===== config.mk =====
export PLATFORM = sky130hd
export DESIGN_NAME = sparse_2_4_dot_product
export DESIGN_NICKNAME = d
export VERILOG_FILES = /design/src/sv/sp24_pkg.sv /design/src/sv/sp24_mac.sv /design/src/sv/sp24_acc.sv /design/src/sv/sparse_2_4_dot_product.sv
export SDC_FILE = /design/constraint.sdc
export NUM_CORES = 2
export LEC_CHECK = 0
export BUFFER_PORTS_ARGS = -buffer_cell sky130_fd_sc_hd__buf_2
export CAP_MARGIN = 30
export CELL_PAD_IN_SITES_DETAIL_PLACEMENT = 1
export CELL_PAD_IN_SITES_GLOBAL_PLACEMENT = 2
export CORE_MARGIN = 2
export CORE_UTILIZATION = 43
export DETAILED_ROUTE_END_ITERATION = 7
export PLACE_DENSITY = 0.88
export REMOVE_ABC_BUFFERS = 1
export SYNTH_ARGS = -nofsm -noshare
export SYNTH_HDL_FRONTEND = slang
export SYNTH_HIERARCHICAL = 1
export SYNTH_SLANG_ARGS = --single-unit

===== constraint.sdc =====
create_clock -name clk -period 8.7 [get_ports clk]
set_input_delay 0.87 -clock clk [delete_from_list [all_inputs] [get_ports clk]]
set_output_delay 0.87 -clock clk [all_outputs]
set_load 0.05 [all_outputs]

===== src/sv/sp24_pkg.sv =====
// Shared types, widths and helpers for the 2:4 sparse dot product block.
`timescale 1ns / 1ps
`default_nettype none

package sp24_pkg;

  localparam int VALUE_WIDTH = 16;
  localparam int ACC_WIDTH   = 40;
  localparam int POS_WIDTH   = 2;
  localparam int PROD_WIDTH  = 2 * VALUE_WIDTH;
  localparam int BLK_WIDTH   = PROD_WIDTH + 1;
  localparam int SUM_WIDTH   = ((ACC_WIDTH > BLK_WIDTH) ? ACC_WIDTH : BLK_WIDTH) + 1;

  localparam logic [POS_WIDTH-1:0] POS_0 = POS_WIDTH'(0);
  localparam logic [POS_WIDTH-1:0] POS_1 = POS_WIDTH'(1);
  localparam logic [POS_WIDTH-1:0] POS_2 = POS_WIDTH'(2);
  localparam logic [POS_WIDTH-1:0] POS_3 = POS_WIDTH'(3);

  typedef struct packed {
    logic signed [VALUE_WIDTH-1:0] weight_a;
    logic signed [VALUE_WIDTH-1:0] weight_b;
    logic [POS_WIDTH-1:0]          pos_a;
    logic [POS_WIDTH-1:0]          pos_b;
    logic signed [VALUE_WIDTH-1:0] vec_0;
    logic signed [VALUE_WIDTH-1:0] vec_1;
    logic signed [VALUE_WIDTH-1:0] vec_2;
    logic signed [VALUE_WIDTH-1:0] vec_3;
    logic                          last_block;
  } item_t;

  typedef struct packed {
    logic signed [ACC_WIDTH-1:0] dot_product;
    logic                        saturated;
  } result_t;

  typedef struct packed {
    logic signed [BLK_WIDTH-1:0] block_sum;
    logic                        last_block;
  } blk_t;

  // Picks the vector element at a block position.
  function automatic logic signed [VALUE_WIDTH-1:0] sel_vec(input item_t it,
                                                           input logic [POS_WIDTH-1:0] pos);
    logic signed [VALUE_WIDTH-1:0] v;
    unique case (pos)
      POS_0:   v = it.vec_0;
      POS_1:   v = it.vec_1;
      POS_2:   v = it.vec_2;
      POS_3:   v = it.vec_3;
      default: v = it.vec_0;
    endcase
    return v;
  endfunction

endpackage

`default_nettype wire


===== src/sv/sp24_mac.sv =====
// Input register, position select and the two multipliers that form a block sum.
`timescale 1ns / 1ps
`default_nettype none

module sp24_mac (
  input  wire logic           clk,
  input  wire logic           rst,
  input  wire logic           item_valid,
  output logic                item_ready,
  input  wire sp24_pkg::item_t item,
  output logic                blk_valid,
  input  wire logic           blk_ready,
  output sp24_pkg::blk_t      blk
);
  import sp24_pkg::*;

  item_t item_q;
  logic  s1_valid;
  logic  s2_take;

  logic signed [VALUE_WIDTH-1:0] vec_a;
  logic signed [VALUE_WIDTH-1:0] vec_b;
  logic signed [PROD_WIDTH-1:0]  prod_a;
  logic signed [PROD_WIDTH-1:0]  prod_b;
  blk_t                          blk_next;

  // Each stage moves when the one after it is empty or draining.
  assign s2_take    = !blk_valid || blk_ready;
  assign item_ready = !s1_valid || s2_take;

  always_comb begin
    vec_a  = sel_vec(item_q, item_q.pos_a);
    vec_b  = sel_vec(item_q, item_q.pos_b);
    prod_a = item_q.weight_a * vec_a;
    prod_b = item_q.weight_b * vec_b;
    blk_next.block_sum  = BLK_WIDTH'(prod_a) + BLK_WIDTH'(prod_b);
    blk_next.last_block = item_q.last_block;
  end

  always_ff @(posedge clk) begin
    if (rst) begin
      s1_valid  <= 1'b0;
      blk_valid <= 1'b0;
    end else begin
      if (item_ready) begin
        s1_valid <= item_valid;
      end
      if (s2_take) begin
        blk_valid <= s1_valid;
      end
    end
  end

  always_ff @(posedge clk) begin
    if (item_valid && item_ready) begin
      item_q <= item;
    end
    if (s2_take && s1_valid) begin
      blk <= blk_next;
    end
  end

  a_accept_loads: assert property (@(posedge clk) disable iff (rst)
    item_valid && item_ready |=> s1_valid)
    else $error("accepted request did not reach the input register");

  a_stall_holds: assert property (@(posedge clk) disable iff (rst)
    s1_valid && !s2_take |=> s1_valid && $stable(item_q))
    else $error("input register changed while the block stage was stalled");

  a_blk_holds: assert property (@(posedge clk) disable iff (rst)
    blk_valid && !blk_ready |=> blk_valid && $stable(blk))
    else $error("block sum changed while the accumulator was stalled");

endmodule

`default_nettype wire


===== src/sv/sp24_acc.sv =====
// Saturating row accumulator and result register.
`timescale 1ns / 1ps
`default_nettype none

module sp24_acc (
  input  wire logic            clk,
  input  wire logic            rst,
  input  wire logic            blk_valid,
  output logic                 blk_ready,
  input  wire sp24_pkg::blk_t  blk,
  output logic                 result_valid,
  input  wire logic            result_ready,
  output sp24_pkg::result_t    result
);
  import sp24_pkg::*;

  localparam logic signed [ACC_WIDTH-1:0] ACC_MAX = {1'b0, {(ACC_WIDTH-1){1'b1}}};
  localparam logic signed [ACC_WIDTH-1:0] ACC_MIN = {1'b1, {(ACC_WIDTH-1){1'b0}}};

  logic signed [ACC_WIDTH-1:0] row_sum;
  logic                        row_saturated;
  logic signed [ACC_WIDTH-1:0] row_sum_next;
  logic signed [SUM_WIDTH-1:0] sum_wide;
  logic                        over_hi;
  logic                        over_lo;
  logic                        sat;
  logic                        blk_fire;
  logic                        load;

  // A block that ends a row needs the result register free.
  assign blk_ready = !blk.last_block || !result_valid || result_ready;
  assign blk_fire  = blk_valid && blk_ready;
  assign load      = blk_fire && blk.last_block;

  always_comb begin
    sum_wide = SUM_WIDTH'(row_sum) + SUM_WIDTH'(blk.block_sum);
    over_hi  = !sum_wide[SUM_WIDTH-1] && (|sum_wide[SUM_WIDTH-2:ACC_WIDTH-1]);
    over_lo  = sum_wide[SUM_WIDTH-1] && !(&sum_wide[SUM_WIDTH-2:ACC_WIDTH-1]);
    sat      = over_hi || over_lo;
    if (over_hi) begin
      row_sum_next = ACC_MAX;
    end else if (over_lo) begin
      row_sum_next = ACC_MIN;
    end else begin
      row_sum_next = sum_wide[ACC_WIDTH-1:0];
    end
  end

  always_ff @(posedge clk) begin
    if (rst) begin
      row_sum       <= '0;
      row_saturated <= 1'b0;
      result_valid  <= 1'b0;
    end else begin
      if (blk_fire) begin
        if (blk.last_block) begin
          row_sum       <= '0;
          row_saturated <= 1'b0;
        end else begin
          row_sum       <= row_sum_next;
          row_saturated <= row_saturated || sat;
        end
      end
      if (load) begin
        result_valid <= 1'b1;
      end else if (result_ready) begin
        result_valid <= 1'b0;
      end
    end
  end

  always_ff @(posedge clk) begin
    if (load) begin
      result.dot_product <= row_sum_next;
      result.saturated   <= row_saturated || sat;
    end
  end

  a_row_clears: assert property (@(posedge clk) disable iff (rst)
    load |=> row_sum == '0 && !row_saturated)
    else $error("accumulator not cleared after the last block of a row");

  a_flag_sticky: assert property (@(posedge clk) disable iff (rst)
    row_saturated && !load |=> row_saturated)
    else $error("saturation flag dropped inside a row");

  a_load_shows: assert property (@(posedge clk) disable iff (rst)
    load |=> result_valid)
    else $error("row result not presented after the last block");

endmodule

`default_nettype wire


===== src/sv/sparse_2_4_dot_product.sv =====
// Top level of the 2:4 structured-sparse row dot product block.
`timescale 1ns / 1ps
`default_nettype none

// Each request on the item channel carries one block of a 2:4 sparse matrix row:
// two kept weights, their 2-bit positions, the four dense vector elements of the
// block and a last-block flag. Both products are formed exactly and added into a
// signed accumulator that saturates at its range and remembers that it did.
// A request with last_block set ends the row: one request leaves on the result
// channel with the saturated row sum and the saturation flag, and the
// accumulator and flag return to zero. Other blocks produce no result.
// The path is three registers deep: input register, block-sum register (set by
// the two multipliers), then the accumulator and result register. A row result
// is valid after its last block passes the input and block-sum registers. One
// block is taken every cycle unless stalled; the accumulate loop sets the rate.
// When the receiver stalls, the result register holds and a following last
// block waits in the block-sum stage; blocks that do not end a row keep
// accumulating, and backpressure reaches item_ready only when stages fill.
// Synchronous reset empties all stages and clears the accumulator and flag.

module sparse_2_4_dot_product (
  input  wire logic             clk,
  input  wire logic             rst,
  input  wire logic             item_valid,
  output logic                  item_ready,
  input  wire sp24_pkg::item_t  item,
  output logic                  result_valid,
  input  wire logic             result_ready,
  output sp24_pkg::result_t     result
);
  import sp24_pkg::*;

  logic blk_valid;
  logic blk_ready;
  blk_t blk;

  sp24_mac u_mac (
    .clk        (clk),
    .rst        (rst),
    .item_valid (item_valid),
    .item_ready (item_ready),
    .item       (item),
    .blk_valid  (blk_valid),
    .blk_ready  (blk_ready),
    .blk        (blk)
  );

  sp24_acc u_acc (
    .clk          (clk),
    .rst          (rst),
    .blk_valid    (blk_valid),
    .blk_ready    (blk_ready),
    .blk          (blk),
    .result_valid (result_valid),
    .result_ready (result_ready),
    .result       (result)
  );

endmodule

`default_nettype wire

# After elaboration in Yosys (flattened, before gate mapping)
# Cells that the tools add are included.
# Widths: inputs -> output; s select.
[classes]
mul = 2
div = 0
addsub = 2
mux = 8
n_eq_ne = 6
n_reduce_logical = 21
bitwise = 0
magnitude_cmp = 0
shifts = 0
[op_table]
columns = ["cell", "n"]
rows = [
  ["$pmux 16 s4", 2],
  ["$mux 40", 3],
  ["$mul 16x16->32", 2],
  ["$add 40x33->41", 1],
  ["$add 32x32->33", 1],
  ["$eq 2x2->1 const B", 4],
  ["$logic_and 1x1->1", 6],
  ["$logic_not 1->1", 6],
  ["$logic_or 1x1->1", 6],
  ["$eq 2x1->1 const B", 2],
  ["$logic_not 2->1", 2],
  ["$mux 1", 3],
  ["$reduce_bool 2->1", 1],
]
[totals]
mem_count = 0
mem_bits_rw = 0
latch_bits = 0
regBits = 220
wordCells = 57
input_bits = 105
output_inout_bits = 43
romBits = 0

# Logic depth before layout (Yosys ltp)
[logic_depth]
word_depth = 6
ltp_mapped = 29
mapped_depth_nobuf = 27

# Hierarchy
# The synthesis kept the hierarchy.
[modules_own_cells]
columns = ["mod", "n_inst", "seq_area_each_um2", "area_per_inst_um2", "cells_each"]
rows = [
  ["sp24_mac", 1, 4093.9, 24871.4, 2306],
  ["sp24_acc", 1, 2072.0, 5109.9, 531],
]

# Worst setup path after synthesis
# No wires, ideal clock.
[synth_path]
kind = "register to register"
startpoint = "register u_mac/item_q[67] (netlist bit)"
endpoint = "register, netlist name u_mac/blk[33]"
setup_ns = 0.260
synth_period_minus_slack_ns = 7.782
path_slack_ns = 0.918
arrival_time_ns = 7.522
path_buffers = 3
path_stages_with_launch = 28
t_required_ns = 8.440
path_cell_list = "edfxtp_1 -> buf_2 -> buf_2 -> mux2_2 -> o21ai_1 -> clkbuf_1 -> inv_1 -> fa_1 -> fa_1 -> inv_1 -> fa_1 -> fa_1 -> inv_1 -> fa_1 -> fa_1 -> fa_1 -> inv_1 -> fa_1 -> inv_1 -> ha_1 -> a21o_1 -> a21o_1 -> a221oi_1 -> o211ai_1 -> a31oi_1 -> o21ai_1 -> a21oi_1 -> xnor2_1"
[synth_rtl]
columns = ["item", "line_no", "source"]
rows = [
  ["start, declared", "sp24_mac.sv:17", "item_t item_q;"],
  ["start signal, assigned", "sp24_mac.sv:56", "item_q <= item;"],
]

==> reports/qor.txt <==
Status -> complete, no violations
Finish-stage setup viols -> 0
Synth warn -> 6
# H-tree levels -> 1
Worst-Margin Slew -> 942 ps
CTS Buffer Depth -> 3
Async S/R FF share, synth -> 0%
Pin count of the biggest net entering global routing -> 89
Layout cells sized above 1 -> 9.70%
Synth area leaders -> fa_1, edfxtp_1, ha_1, inv_1, and2_1
R2r worst-path depth -> 27
GRT overflow -> 0
FF-to-FF End -> u_mac/blk[33]
Top-count cell post-synth -> inv_1
Multi-input logic area -> 0.0210 mm^2
Minimum clock period -> 8300 ps
Yosys top cell area share -> 39.1%
Reg2Reg Launch Point -> u_mac/item_q[66]
Seq. cell area -> 0.00617 mm^2
Final net count -> 3822
Worst Path Max Fanout -> 11
Die ar. -> 0.0719 mm^2
Post-CTS sizing -> 0
Critical path class -> reg2reg
Fin. Hold Viols -> 0
Mapped cell area -> 0.0300 mm^2
Fin crit share -> 95.4%
Final antenna-violating net count -> 0
Initial drt markers -> 844
Drt total wl -> 78400 um
Pins Over Slew Limit -> 0
Skew final -> 25.1 ps
Slew headroom -> 36.7%
Wire per inst -> 20.2 um
Clk root buf -> clkbuf_16
Chip width -> 268 um
Depth of the worst hold-timing path -> 0
Max Fclk -> 121 MHz
RSZ-0062 raised after global routing -> no
Hold EP -> u_mac/blk[0]
Mean area per synthesized cell -> 10.6 um^2
Req. time, crit path -> 9010 ps
Total global-route track usage -> 22.8%
Worst-path clk slew -> 60 ps
Area Growth Syn to Fin -> 8.33%
Final setup TNS -> 0 ps
Leading area contributor after synthesis -> fa_1
Via density -> 5.14
Main synth FF type -> edfxtp_1
Num CTS Buffers -> 25
Core area -> 0.0688 mm^2
Synth cell types -> 81
Synthesized flop and latch total -> 220
Number of global-route vias before repair -> 23700
Drc violations -> 0
Arrival @ worst endpoint -> 8610 ps
Post-synth EDFFs -> 176
Post-synthesis sequential area ratio -> 20.6%
Number of antenna violations at the first check in global routing -> 1
Max Cap Violations -> 0
Worst hold path type -> reg2reg
Type of origin of the critical path -> flop
Reg2reg setup slack -> 400 ps
CP Capture Type -> flop
# clock sinks -> 220
Layout fillers -> 7545
Cts hold-fix bufs -> 0
Buffers on Ports -> 147
GP Congestion -> 0.870
Initial core utilization -> 43.6%
Top cells by count, synth -> inv_1, fa_1, nand2_1
Postcts setup bufs -> 0
Vias -> 20000
IO Pins -> 148
Hold path startpoint -> u_mac/blk_next[0]
Die height -> 268 um
Synth Instances -> 2837
Drt first pass iters -> 5
TritonCTS clock tree -> yes
Clk_lat worst skew -> 560 ps
Dpl hpwl -> 66700 um
FP Rows -> 96
First-pass GRT wire length -> 127000 um
layout make-up:
type | count | share of cell area [%]
antenna | 1 | 0.00770
clock buffer | 34 | 2.09
clock inverter | 10 | 0.297
inverter | 634 | 7.33
multi-input combinational | 1882 | 64.6
sequential | 220 | 19.0
tap | 931 | 3.59
timing repair buffer | 178 | 3.08
worst max path at each step:
stage	start	to	slack (ps)
detailed placement	u_mac/item_q[68]	u_mac/blk[26]	180
floorplan	u_mac/item_q[65]	u_mac/blk[26]	840
finish	u_mac/item_q[66]	u_mac/blk[33]	400
global route	u_mac/item_q[66]	u_mac/blk[33]	2
global placement	u_mac/item_q[68]	u_mac/blk[31]	330
CTS	u_mac/item_q[68]	u_mac/blk[26]	200
placed cells by master, fill, tap and decap left out, types with 4 or more instances in the layout:
cell / synthesis / final
ha_1: 191 / 191
edfxtp_1: 176 / 176
a31oi_1: 9 / 9
buf_4: 3 / 29
inv_1: 634 / 634
nand3b_1: 4 / 4
nor3_1: 7 / 7
nor2b_1: 8 / 7
o211ai_1: 8 / 8
buf_2: 9 / 147
clkbuf_16: 0 / 25
nand4_1: 9 / 9
a21oi_1: 86 / 86
fa_1: 585 / 585
o21ai_1: 11 / 11
clkbuf_1: 79 / 7
mux4_2: 30 / 30
nor2_1: 78 / 77
and2_1: 262 / 261
nand2b_1: 8 / 8
a22oi_1: 14 / 14
nand2_1: 267 / 267
dfxtp_1: 44 / 44
o21a_1: 6 / 6
a211oi_1: 5 / 5
a21o_1: 32 / 32
and3_1: 7 / 7
nand3_1: 17 / 17
or2_2: 8 / 8
o21bai_1: 9 / 9
xnor2_1: 61 / 61
o21ai_0: 72 / 72
xor2_1: 18 / 18
kinds of logic (layout without fill, tap and decap cells):
logic type | Yosys count | count (layout) | synth area share (%)
xor+xnor | 79 | 79 | 2.31
compound gates | 303 | 303 | 6.69
buf+inv | 735 | 856 | 9.47
other cells | 0 | 1 | 0
simple gates | 690 | 690 | 11.5
fa+ha+maj | 776 | 776 | 47.0
flops | 220 | 220 | 20.6
mux | 34 | 34 | 2.40
worst max-delay path, stage by stage, from the launching register on:
cell and delay, ps:
edfxtp_1 580, buf_4 310, mux4_2 680, buf_4 250, nand2_1 120, inv_1 90
fa_1 700, inv_1 170, fa_1 500, inv_1 50, fa_1 470, inv_1 50
fa_1 480, inv_1 60, fa_1 520, fa_1 450, fa_1 510, inv_1 70
fa_1 540, inv_1 60, ha_1 340, a21o_1 230, nand2_1 70, o21ai_0 100
a31oi_1 280, o21ai_1 100, a21oi_1 190, xnor2_1 80
routing by layer:
metal | wire [um] | global-route usage (%)
met1 | 33900 | 29.6
met2 | 39500 | 40.9
met3 | 3190 | 2.90
met4 | 1780 | 5.15
met5 | 0 | 0
sequential cells by signal, indices dropped and copies added (netlist names):
signal,count
u_acc/result_valid,1
u_acc/result,41
u_acc/row_saturated,1
u_mac/s1_valid,1
u_acc/row_sum,40
u_mac/item_q,100
u_mac/blk,34
u_mac/blk_valid,1
u_mac/blk_next,1
metrics by stage:
| step | hold WS (ps) | instance area (um^2) | setup WS, ps | utilization, % | instances |
|---|---|---|---|---|---|
| 2_1_floorplan | 400 | 29500 | 838 | - | 2736 |
| 3_3_place_gp | 438 | 31600 | 334 | 45.9 | 3836 |
| 3_5_place_dp | 418 | 31600 | 184 | 45.9 | 3837 |
| 4_1_cts | 427 | 32400 | 203 | 47.1 | 3881 |
| 5_1_grt | 439 | 32500 | 1.63 | 47.2 | 3890 |
| 6_report | 426 | 32500 | 403 | 47.2 | 3890 |
Power is not shown: default switching activity piles up to over one toggle a cycle in this logic, so the estimate is an artifact.
